### config.mk
export PLATFORM = sky130hd
export DESIGN_NAME = url_byte_tokenizer
export DESIGN_NICKNAME = d
export VERILOG_FILES = /design/src/design/url_tok_pkg.sv /design/src/design/url_byte_tokenizer.sv
export SDC_FILE = /design/constraint.sdc
export NUM_CORES = 1
export LEC_CHECK = 0
export BUFFER_PORTS_ARGS = -buffer_cell sky130_fd_sc_hd__clkbuf_2
export CAP_MARGIN = 20
export CORE_MARGIN = 4
export CORE_UTILIZATION = 61
export DETAILED_ROUTE_END_ITERATION = 10
export PLACE_DENSITY = 0.86
export SLEW_MARGIN = 0
export SYNTH_ARGS = -nofsm -noshare
export SYNTH_HDL_FRONTEND = slang
export SYNTH_SLANG_ARGS = --single-unit
### constraint.sdc
create_clock -name clock -period 6.2 [get_ports clock]
set_input_delay 0 -clock clock [delete_from_list [all_inputs] [get_ports clock]]
set_output_delay 0 -clock clock [all_outputs]
set_load 0.005 [all_outputs]
### src/design/url_tok_pkg.sv
// url_tok_pkg: shared constants and types for the url byte tokenizer
// depends on nothing; imported by url_byte_tokenizer
`default_nettype none
package url_tok_pkg;

   localparam int MAX_PAIRS = 16;
   localparam int PAIR_W    = $clog2(MAX_PAIRS + 1);

   localparam int CH_W     = 8;
   localparam int TAG_W    = 3;
   localparam int IDX_W    = 4;
   localparam int STATUS_W = 3;
   localparam int PORT_W   = 16;
   localparam int ACC_W    = 17;
   localparam int COUNT_W  = 5;

   localparam int RSP_DATA_BITS = CH_W + IDX_W + STATUS_W + PORT_W + 1 + COUNT_W;
   localparam int RSP_DATA_W    = ((RSP_DATA_BITS + 7) / 8) * 8;

   localparam logic [ACC_W-1:0]   PORT_SAT  = ACC_W'(65536);
   localparam logic [ACC_W-1:0]   PORT_MAX  = ACC_W'(65535);
   localparam logic [COUNT_W-1:0] COUNT_MAX = '1;

   localparam logic [CH_W-1:0] CH_COLON = 8'h3A;
   localparam logic [CH_W-1:0] CH_SLASH = 8'h2F;
   localparam logic [CH_W-1:0] CH_HASH  = 8'h23;
   localparam logic [CH_W-1:0] CH_QUEST = 8'h3F;
   localparam logic [CH_W-1:0] CH_AMP   = 8'h26;
   localparam logic [CH_W-1:0] CH_EQ    = 8'h3D;
   localparam logic [CH_W-1:0] CH_PLUS  = 8'h2B;
   localparam logic [CH_W-1:0] CH_MINUS = 8'h2D;
   localparam logic [CH_W-1:0] CH_DOT   = 8'h2E;
   localparam logic [CH_W-1:0] CH_ZERO  = 8'h30;
   localparam logic [CH_W-1:0] CH_NINE  = 8'h39;
   localparam logic [CH_W-1:0] CH_UP_A  = 8'h41;
   localparam logic [CH_W-1:0] CH_UP_Z  = 8'h5A;
   localparam logic [CH_W-1:0] CH_LO_A  = 8'h61;
   localparam logic [CH_W-1:0] CH_LO_Z  = 8'h7A;
   localparam logic [CH_W-1:0] CASE_BIT = 8'h20;

   typedef enum logic [TAG_W-1:0] {
      TAG_SCHEME  = 3'd0,
      TAG_DELIM   = 3'd1,
      TAG_HOST    = 3'd2,
      TAG_PORT    = 3'd3,
      TAG_PATH    = 3'd4,
      TAG_QNAME   = 3'd5,
      TAG_QVALUE  = 3'd6,
      TAG_IGNORED = 3'd7
   } tag_type;

   typedef enum logic [STATUS_W-1:0] {
      ST_OK         = 3'd0,
      ST_NO_COLON   = 3'd1,
      ST_BAD_SCHEME = 3'd2,
      ST_NO_SLASHES = 3'd3,
      ST_UNEXP_END  = 3'd4
   } status_type;

   typedef struct packed {
      logic [COUNT_W-1:0]  pair_count;
      logic                port_ok;
      logic [PORT_W-1:0]   port_value;
      logic                done_res;
      status_type          status;
      logic [IDX_W-1:0]    pair_index;
      tag_type             tag;
      logic [CH_W-1:0]     char_out;
   } rsp_type;

endpackage
`default_nettype wire

### src/design/url_byte_tokenizer.sv
// url_byte_tokenizer: streaming url tokenizer, one byte in and one tagged result out
// depends on url_tok_pkg
// throughput: one request per cycle while the skid entry is empty
// each request updates the parse state and is registered into the result stage
// a two-entry result stage keeps requests flowing while a result waits
// reset (synchronous, active high) returns to the scheme phase with clear counters
// the end-of-url request also clears the parse state for the next url
`default_nettype none
module url_byte_tokenizer (
   input  wire logic                                clock,
   input  wire logic                                reset,
   input  wire logic                                req_tvalid,
   output      logic                                req_tready,
   input  wire logic [7:0]                          req_tdata,  // ch
   input  wire logic                                req_tlast,  // end_of_url
   output      logic                                rsp_tvalid,
   input  wire logic                                rsp_tready,
   // char_out, pair_index, status, port_value, port_ok, pair_count, zero fill
   output      logic [url_tok_pkg::RSP_DATA_W-1:0]  rsp_tdata,
   output      logic [url_tok_pkg::TAG_W-1:0]       rsp_tuser,  // tag
   output      logic                                rsp_tlast   // done_res
);
   import url_tok_pkg::*;

   typedef enum logic [3:0] {
      PH_SCHEME, PH_SLASH1, PH_SLASH2, PH_HOST, PH_PORT,
      PH_PATH, PH_QNAME, PH_QVALUE, PH_SKIP, PH_ERROR
   } phase_type;

   phase_type          phase_ff, phase_in;
   logic               scheme_bad_ff, scheme_bad_in;
   logic [ACC_W-1:0]   port_accum_ff, port_accum_in;
   logic               port_closed_ff, port_closed_in;
   logic [PAIR_W-1:0]  pairs_ff, pairs_in;
   logic               name_first_ff, name_first_in;
   status_type         error_ff, error_in;

   rsp_type            main_ff, main_in, skid_ff, skid_in, result;
   logic               main_valid_ff, main_valid_in, skid_valid_ff, skid_valid_in;

   logic [CH_W-1:0]         c;
   logic                    accept, pop;
   logic [PAIR_W+COUNT_W-1:0] pairs_wide, idx_wide;
   logic [19:0]             port_next;
   status_type              end_status;

   assign c      = req_tdata;
   assign accept = req_tvalid && req_tready;
   assign pop    = rsp_tvalid && rsp_tready;

   always_comb begin
      phase_in       = phase_ff;
      scheme_bad_in  = scheme_bad_ff;
      port_accum_in  = port_accum_ff;
      port_closed_in = port_closed_ff;
      pairs_in       = pairs_ff;
      name_first_in  = name_first_ff;
      error_in       = error_ff;
      idx_wide       = '0;
      port_next      = 20'(port_accum_ff) * 20'd10 + 20'(c - CH_ZERO);
      end_status     = error_ff;

      result            = '0;
      result.char_out   = c;
      result.tag        = TAG_IGNORED;

      if (req_tlast) begin
         if (error_ff == ST_OK) begin
            case (phase_ff)
               PH_SCHEME:                end_status = ST_NO_COLON;
               PH_SLASH1, PH_SLASH2:     end_status = ST_NO_SLASHES;
               PH_HOST, PH_PORT:         end_status = ST_UNEXP_END;
               default:                  end_status = ST_OK;
            endcase
         end
         result.char_out = '0;
         result.status   = end_status;
         result.done_res = 1'b1;
         if (end_status == ST_OK && port_accum_ff != '0 && port_accum_ff <= PORT_MAX) begin
            result.port_ok    = 1'b1;
            result.port_value = port_accum_ff[PORT_W-1:0];
         end
         phase_in       = PH_SCHEME;
         scheme_bad_in  = 1'b0;
         port_accum_in  = '0;
         port_closed_in = 1'b0;
         pairs_in       = '0;
         name_first_in  = 1'b1;
         error_in       = ST_OK;
      end else begin
         case (phase_ff)
            PH_SCHEME: begin
               if (c == CH_COLON) begin
                  result.tag = TAG_DELIM;
                  if (scheme_bad_ff) begin
                     error_in = ST_BAD_SCHEME;
                     phase_in = PH_ERROR;
                  end else begin
                     phase_in = PH_SLASH1;
                  end
               end else begin
                  result.tag = TAG_SCHEME;
                  if (!(c inside {[CH_UP_A:CH_UP_Z], [CH_LO_A:CH_LO_Z],
                                  CH_PLUS, CH_MINUS, CH_DOT}))
                     scheme_bad_in = 1'b1;
                  if (c inside {[CH_UP_A:CH_UP_Z]})
                     result.char_out = c | CASE_BIT;
               end
            end
            PH_SLASH1, PH_SLASH2: begin
               if (c == CH_SLASH) begin
                  result.tag = TAG_DELIM;
                  phase_in   = (phase_ff == PH_SLASH1) ? PH_SLASH2 : PH_HOST;
               end else begin
                  error_in = ST_NO_SLASHES;
                  phase_in = PH_ERROR;
               end
            end
            PH_HOST: begin
               if (c == CH_COLON) begin
                  result.tag = TAG_DELIM;
                  phase_in   = PH_PORT;
               end else if (c == CH_SLASH) begin
                  result.tag = TAG_DELIM;
                  phase_in   = PH_PATH;
               end else begin
                  result.tag = TAG_HOST;
               end
            end
            PH_PORT: begin
               if (c == CH_SLASH) begin
                  result.tag = TAG_DELIM;
                  phase_in   = PH_PATH;
               end else begin
                  result.tag = TAG_PORT;
                  if (!port_closed_ff && c inside {[CH_ZERO:CH_NINE]})
                     port_accum_in = (port_next > 20'(PORT_SAT)) ? PORT_SAT
                                                                 : port_next[ACC_W-1:0];
                  else
                     port_closed_in = 1'b1;
               end
            end
            PH_PATH: begin
               if (c == CH_HASH) begin
                  result.tag = TAG_DELIM;
                  phase_in   = PH_SKIP;
               end else if (c == CH_QUEST) begin
                  result.tag    = TAG_DELIM;
                  phase_in      = PH_QNAME;
                  name_first_in = 1'b1;
               end else begin
                  result.tag = TAG_PATH;
               end
            end
            PH_QNAME: begin
               if (!name_first_ff && c == CH_EQ) begin
                  result.tag = TAG_DELIM;
                  pairs_in   = pairs_ff + 1'b1;
                  phase_in   = PH_QVALUE;
               end else begin
                  result.tag    = TAG_QNAME;
                  idx_wide      = (PAIR_W+COUNT_W)'(pairs_ff);
                  name_first_in = 1'b0;
               end
            end
            PH_QVALUE: begin
               if (c == CH_AMP) begin
                  if (pairs_ff >= PAIR_W'(MAX_PAIRS)) begin
                     result.tag = TAG_IGNORED;
                     phase_in   = PH_SKIP;
                  end else begin
                     result.tag    = TAG_DELIM;
                     phase_in      = PH_QNAME;
                     name_first_in = 1'b1;
                  end
               end else begin
                  result.tag = TAG_QVALUE;
                  idx_wide   = (PAIR_W+COUNT_W)'(pairs_ff - 1'b1);
               end
            end
            default: result.tag = TAG_IGNORED;
         endcase
         result.status = error_in;
      end

      pairs_wide        = (PAIR_W+COUNT_W)'(req_tlast ? pairs_ff : pairs_in);
      result.pair_index = idx_wide[IDX_W-1:0];
      result.pair_count = (pairs_wide > (PAIR_W+COUNT_W)'(COUNT_MAX)) ? COUNT_MAX
                                                                      : pairs_wide[COUNT_W-1:0];
   end

   // result stage with skid entry
   always_comb begin
      main_in       = main_ff;
      main_valid_in = main_valid_ff;
      skid_in       = skid_ff;
      skid_valid_in = skid_valid_ff;
      if (pop || !main_valid_ff) begin
         if (skid_valid_ff) begin
            main_in       = skid_ff;
            main_valid_in = 1'b1;
            skid_valid_in = 1'b0;
         end else if (accept) begin
            main_in       = result;
            main_valid_in = 1'b1;
         end else begin
            main_valid_in = 1'b0;
         end
      end else if (accept) begin
         skid_in       = result;
         skid_valid_in = 1'b1;
      end
   end

   always_ff @(posedge clock) begin
      main_ff <= main_in;
      skid_ff <= skid_in;
      if (reset) begin
         phase_ff       <= PH_SCHEME;
         scheme_bad_ff  <= 1'b0;
         port_accum_ff  <= '0;
         port_closed_ff <= 1'b0;
         pairs_ff       <= '0;
         name_first_ff  <= 1'b1;
         error_ff       <= ST_OK;
         main_valid_ff  <= 1'b0;
         skid_valid_ff  <= 1'b0;
      end else begin
         if (accept) begin
            phase_ff       <= phase_in;
            scheme_bad_ff  <= scheme_bad_in;
            port_accum_ff  <= port_accum_in;
            port_closed_ff <= port_closed_in;
            pairs_ff       <= pairs_in;
            name_first_ff  <= name_first_in;
            error_ff       <= error_in;
         end
         main_valid_ff <= main_valid_in;
         skid_valid_ff <= skid_valid_in;
      end
   end

   assign req_tready = !skid_valid_ff;
   assign rsp_tvalid = main_valid_ff;
   assign rsp_tuser  = main_ff.tag;
   assign rsp_tlast  = main_ff.done_res;
   assign rsp_tdata  = RSP_DATA_W'({main_ff.pair_count, main_ff.port_ok, main_ff.port_value,
                                    main_ff.status, main_ff.pair_index, main_ff.char_out});

endmodule
`default_nettype wire
After elaboration in Yosys (flattened, before gate mapping)
Cells that the tools add are included.
{"block": "classes", "magnitude_cmp": 10, "add_sub_neg": 4, "mux": 73, "n_reduce_logical": 35, "n_mul": 1, "n_eq_ne": 28, "bitwise": 1}
{"op": "17-bit 2-to-1 mux", "count": 6}
{"op": "41-bit 2-to-1 mux", "count": 2}
{"op": "8-bit by 6-bit equality test with 1-bit output (second input constant)", "count": 9}
{"op": "4-bit 2-to-1 mux", "count": 14}
{"op": "3-bit 2-to-1 mux", "count": 14}
{"op": "4-bit case mux with 7 select lines", "count": 1}
{"op": "5-bit 2-to-1 mux", "count": 5}
{"op": "3-bit != test (second input constant)", "count": 7}
{"op": "3-bit case mux with 7 select lines", "count": 1}
{"op": "20-bit adder", "count": 1}
{"op": "20-bit by 17-bit > comparator with 1-bit output (second input constant)", "count": 1}
{"op": "17-bit by 3-bit multiplier with 19-bit output (second input constant)", "count": 1}
{"op": "1-bit 2-to-1 mux", "count": 18}
{"op": "18-bit 2-to-1 mux", "count": 1}
{"op": "6-bit 2-to-1 mux", "count": 3}
{"op": "17-bit by 16-bit less-or-equal comparator with 1-bit output (second input constant)", "count": 1}
{"op": "17-bit nonzero test", "count": 1}
{"op": "4-bit by 3-bit equality test with 1-bit output (second input constant)", "count": 4}
{"op": "8-bit by 7-bit greater-or-equal comparator with 1-bit output (second input constant)", "count": 2}
{"op": "8-bit by 7-bit less-or-equal comparator with 1-bit output (second input constant)", "count": 2}
{"op": "4-bit AND reduction", "count": 3}
{"op": "1-bit logical AND", "count": 9}
{"op": "3-bit case mux with 3 select lines", "count": 1}
{"op": "8-bit by 6-bit subtractor with 9-bit output (second input constant)", "count": 1}
{"op": "28 further kinds", "count": 44}
{"block": "totals", "wordCells": 177, "regBits": 116, "input_bits": 13, "out_inout_bits": 46}

Depth between registers and ports, before layout
{"block": "logic_depth", "word_depth": 12, "ltp_mapped": 22, "ltp_nobuf": 21}

Worst setup path before layout
Ideal clock, no wire load.
{"block": "synth_timing", "path_kind": "flip-flop to flip-flop", "start": "register port_accum_ff[1]", "end": "register port_accum_ff[12]", "setup_time_ps": 101, "n_path_buf": 0, "t_arrival_ps": 4653, "required_time_ps": 6099, "path_stages_with_launch": 21, "setup_slack_ps": 1446, "synth_period_minus_slack_ps": 4754, "path_cell_list": "dfxtp_1 > ha_1 > ha_1 > fa_1 > a21o_1 > a21oi_1 > o21bai_1 > a211o_1 > nand3_1 > and4_1 > xnor2_1 > ha_1 > a21o_1 > a21o_1 > a21o_1 > or2_0 > or2_0 > a211oi_2 > a21boi_1 > or2_1 > o41ai_1"}
{"block": "synth_via", "elab_chain_cells": 8}
{"element": "from (decl)", "line": "url_byte_tokenizer.sv:32", "rtl": "logic [ACC_W-1:0] port_accum_ff, port_accum_in;"}
{"element": "from (signal assigned)", "line": "url_byte_tokenizer.sv:232", "rtl": "port_accum_ff <= port_accum_in;"}
{"element": "17-bit by 3-bit multiplier with 19-bit output *", "line": "url_byte_tokenizer.sv:60", "rtl": "port_next = 20'(port_accum_ff) * 20'd10 + 20'(c - CH_ZERO);"}
{"element": "20-bit adder *", "line": "url_byte_tokenizer.sv:60"}
{"element": "20-bit by 17-bit > comparator with 1-bit output", "line": "url_byte_tokenizer.sv:137", "rtl": "port_accum_in = (port_next > 20'(PORT_SAT)) ? PORT_SAT"}
{"element": "17-bit 2-to-1 mux *", "line": "url_byte_tokenizer.sv:137"}
{"element": "17-bit 2-to-1 mux *", "line": "url_byte_tokenizer.sv:136", "rtl": "if (!port_closed_ff && c inside {[CH_ZERO:CH_NINE]})"}
{"element": "17-bit 2-to-1 mux *", "line": "url_byte_tokenizer.sv:131", "rtl": "if (c == CH_SLASH) begin"}
{"element": "17-bit 2-to-1 mux *", "line": "url_byte_tokenizer.sv:91", "rtl": "case (phase_ff)"}
{"element": "17-bit 2-to-1 mux *", "line": "url_byte_tokenizer.sv:67", "rtl": "if (req_tlast) begin"}
Every way passes the cells marked *; elsewhere a longest branch is shown, timed or not. The select of a mux whose other input is x is not followed.
A chain may end at the register's enable or synchronous reset.

Final worst setup path
{"block": "layout_timing", "start": "register port_accum_ff[1]", "end": "register port_accum_ff[3]"}
The elaborated chain is that of the path after synthesis.

==> flow_metrics.tcl <==
set metrics [dict create \
    outcome "complete, no violations" \
    final_nets 821 \
    synth_top_area_frac 0.343 \
    syn_inst 703 \
    dp_hpwl_um 12100 \
    clk_latency_ps 420 \
    cts_tree "done" \
    drt-total-wl_um 17800 \
    max_stage_delay_ps 720 \
    clock-root-buffer "clkbuf_16" \
    portBuffers 55 \
    core_um2 11500 \
    gr-total-overflow 0 \
    criticalPathCategory "register to register" \
    vias_per_cell 6.48 \
    ys_seq_elements 116 \
    synth_cell_types 71 \
    finalClockSkew_ps 9.78 \
    synth-seq-area-share 0.438 \
    die_y_um 117 \
    tightestPinTransition_ps 821 \
    startpoint "port_accum_ff[1]$_SDFFE_PP0P_" \
    ir_worst_vdd_v 0.000325 \
    stdcell_area_um2 8210 \
    startpoint_type "register" \
    r2r_start "port_accum_ff[1]$_SDFFE_PP0P_" \
    io_pins 59 \
    final_antenna_net_count 0 \
    slew_headroom 0.447 \
    drc 0 \
    cts-htree-levels 4 \
    n_antenna_cell 0 \
    numCtsBuffers 17 \
    yosysMostFrequentCell "edfxtp_1" \
    grt_pass1_wl_um 28700 \
    dieArea_um2 13600 \
    wl_per_cell_um 19.6 \
    hp-class "primary input to register" \
    r2r_cells 20 \
    area_growth_pct 14.3 \
    netlist_top_cells_area "edfxtp_1 (34%), ha_1 (9.8%), dfxtp_1 (9.5%)" \
    timing.final.crit_period_ps 5470 \
    cts_resized 0 \
    endpoint_kind "register" \
    cp-endpoint "port_accum_ff[3]$_SDFFE_PP0P_" \
    synth_edf_count 82 \
    fin_tns_setup_ps 0 \
    synthTopCellsByCount "edfxtp_1 (82), ha_1 (56), nor2_1 (52)" \
    rsz0062_at_grt "no" \
    hold_start "rsp_tready" \
    numClockSinks 116 \
    chipWidth_um 117 \
    setup_violations 0 \
    max_freq_ghz 0.183 \
    grt_max_degree 42 \
    n_fill_cell 735 \
    grt_pass1_vias 5611 \
    syn_area_um2 7180 \
    gp_congestion 0.928 \
    path_clk_slew_ps 50 \
    cp_cell_sequence "ha_1 -> ha_1 -> fa_1 -> a21o_1 -> a21oi_1 -> o21bai_1 -> a211o_1 -> nand3_1 -> and4_1 -> xnor2_1 -> ha_1 -> a21o_1 -> a21o_1 -> a21o_1 -> or2_0 -> or2_0 -> a211oi_2 -> a21boi_1 -> nor4_4 -> a22o_1" \
    worst_path_most_repeated_cell "a21o_1" \
    yosys_warnings 0 \
    drive_gt1_frac 0.182 \
    dpl_cell_area_um2 7520 \
    power_density_nw_per_um2 252 \
    slowest_stage "nor4_4" \
    slew_violations 0 \
    clk_path_buf_depth 2 \
    cap_violations 0 \
    ys_async_sr_fraction 0 \
    ys.flop_type "edfxtp_1" \
    r2r-end "port_accum_ff[3]$_SDFFE_PP0P_" \
    start_util 0.626 \
    cp_data_required_time_ps 6550 \
    num_rows 39 \
    post_cts_buffers 0 \
    drtIter0Drc 713 \
    reg2reg_slack_ps 730 \
    synth_area_leader_cell "edfxtp_1" \
    antenna_found_initial 0 \
    fin_crit_sh 0.882 \
    worstPathArrival_ps 5820 \
    hold_viol 0 \
    avgSynthCellArea_um2 10.2 \
    num_vias 5871 \
    critPathMaxFanout 11 \
    leakagePower_uw 0.00339 \
    grt_usage 0.270 \
    drt_first_pass_iters 5 \
]
## metal layers
metal  routed length, um  up-vias  GRT usage  part of all wire
met5                   0        -          0                 0
li1                    -     2731          -                 -
met1                7700     2772      0.373              0.43
met4                 324        0     0.0843             0.018
met2                8130      330      0.417              0.46
met3                1630       38     0.0710             0.092
## logic make-up (layout without fill, tap and decap cells)
kind of cell | after synthesis | after routing | synth area share
simple gates | 226 | 226 | 0.163
compound gates | 179 | 179 | 0.168
flops | 116 | 116 | 0.438
fa+ha+maj | 58 | 58 | 0.103
buf+inv | 54 | 112 | 0.0314
mux | 36 | 36 | 0.0561
xor+xnor | 33 | 33 | 0.0402
other cells | 1 | 3 | 0.000522
## metrics by stage
stage / hold WS (ps) / power [uW] / cells / setup WS [ps] / util
6_report: 47.4 / 2070 / 906 / 733 / 0.716
5_1_grt: 54.4 / 2130 / 906 / 362 / 0.716
4_1_cts: 23.1 / 2070 / 904 / 784 / 0.713
3_5_place_dp: 330 / 1030 / 870 / 865 / 0.656
3_3_place_gp: 317 / 1020 / 870 / 1030 / 0.656
2_1_floorplan: 98.9 / 977 / 705 / 1450 / -
## cell usage in the layout (no fill, tap or decap), types with 4 or more instances in the layout
cell / n
nand2b_1: 6
clkbuf_2: 55
o21a_1: 9
inv_1: 17
bufinv_16: 5
xnor2_1: 23
o41ai_1: 4
and3_1: 8
or2_2: 4
o21ai_0: 34
nand3_1: 14
nor3b_1: 5
a31oi_1: 9
a22o_1: 12
o21bai_1: 4
dfxtp_1: 34
nor3_1: 16
ha_1: 56
nor2_1: 51
a21o_1: 10
nor2b_1: 8
or4_1: 5
nand4_1: 12
edfxtp_1: 82
clkbuf_16: 17
nor4_1: 10
o211ai_1: 5
nand2_1: 50
xor2_1: 10
and2_1: 20
o31ai_1: 8
a21oi_1: 50
mux2_2: 34
## flip-flops by register name, indices dropped and copies added (netlist names), 3 cells and up
name	count
skid_ff	41
error_ff	3
port_accum_ff	17
pairs_ff	5
rsp_tuser	3
phase_ff	4
rsp_tdata	37
## area by class of cell
class / count / area [um2] / area share
Tap cell: 143 / 179 / 0.0218
Timing Repair Buffer: 62 / 349 / 0.0425
Clock buffer: 19 / 433 / 0.0527
Multi-Input combinational cell: 535 / 3830 / 0.467
Inverter: 18 / 67.6 / 0.00823
Sequential cell: 116 / 3140 / 0.383
Clock inverter: 13 / 206 / 0.0252
## worst min path at each step
stage	to	slack, ps	cells after the start
CTS	rsp_tvalid$_SDFFE_PP0P_	20	3
floorplan	skid_ff[18]$_DFFE_PP_	100	0
finish	rsp_tvalid$_SDFFE_PP0P_	50	3
global route	rsp_tvalid$_SDFFE_PP0P_	50	3
global placement	skid_valid_ff$_SDFFE_PP0P_	320	3
detailed placement	skid_valid_ff$_SDFFE_PP0P_	330	3
## where the power goes
| group | leakage [uW] | internal (uW) | total [uW] | switching (uW) |
|---|---|---|---|---|
| clock | 0.000307 | 712 | 1050 | 339 |
| sequential | 0.00104 | 858 | 869 | 11.1 |
| combinational | 0.00204 | 54.2 | 150 | 96.2 |
## critical path: cells and delay by family (launching register included)
kind            cells  cell delay, ps
compound gates     10            2120
xor+xnor            1             130
fa+ha+maj           4            1240
flops               1             440
simple gates        5            1470
## timing repair
action	4_1_cts	5_1_grt
setup endpoints to repair	0	0
hold buffers	2	0
hold endpoints to repair	2	0
No activity file was read; power rests on OpenSTA's default activity.
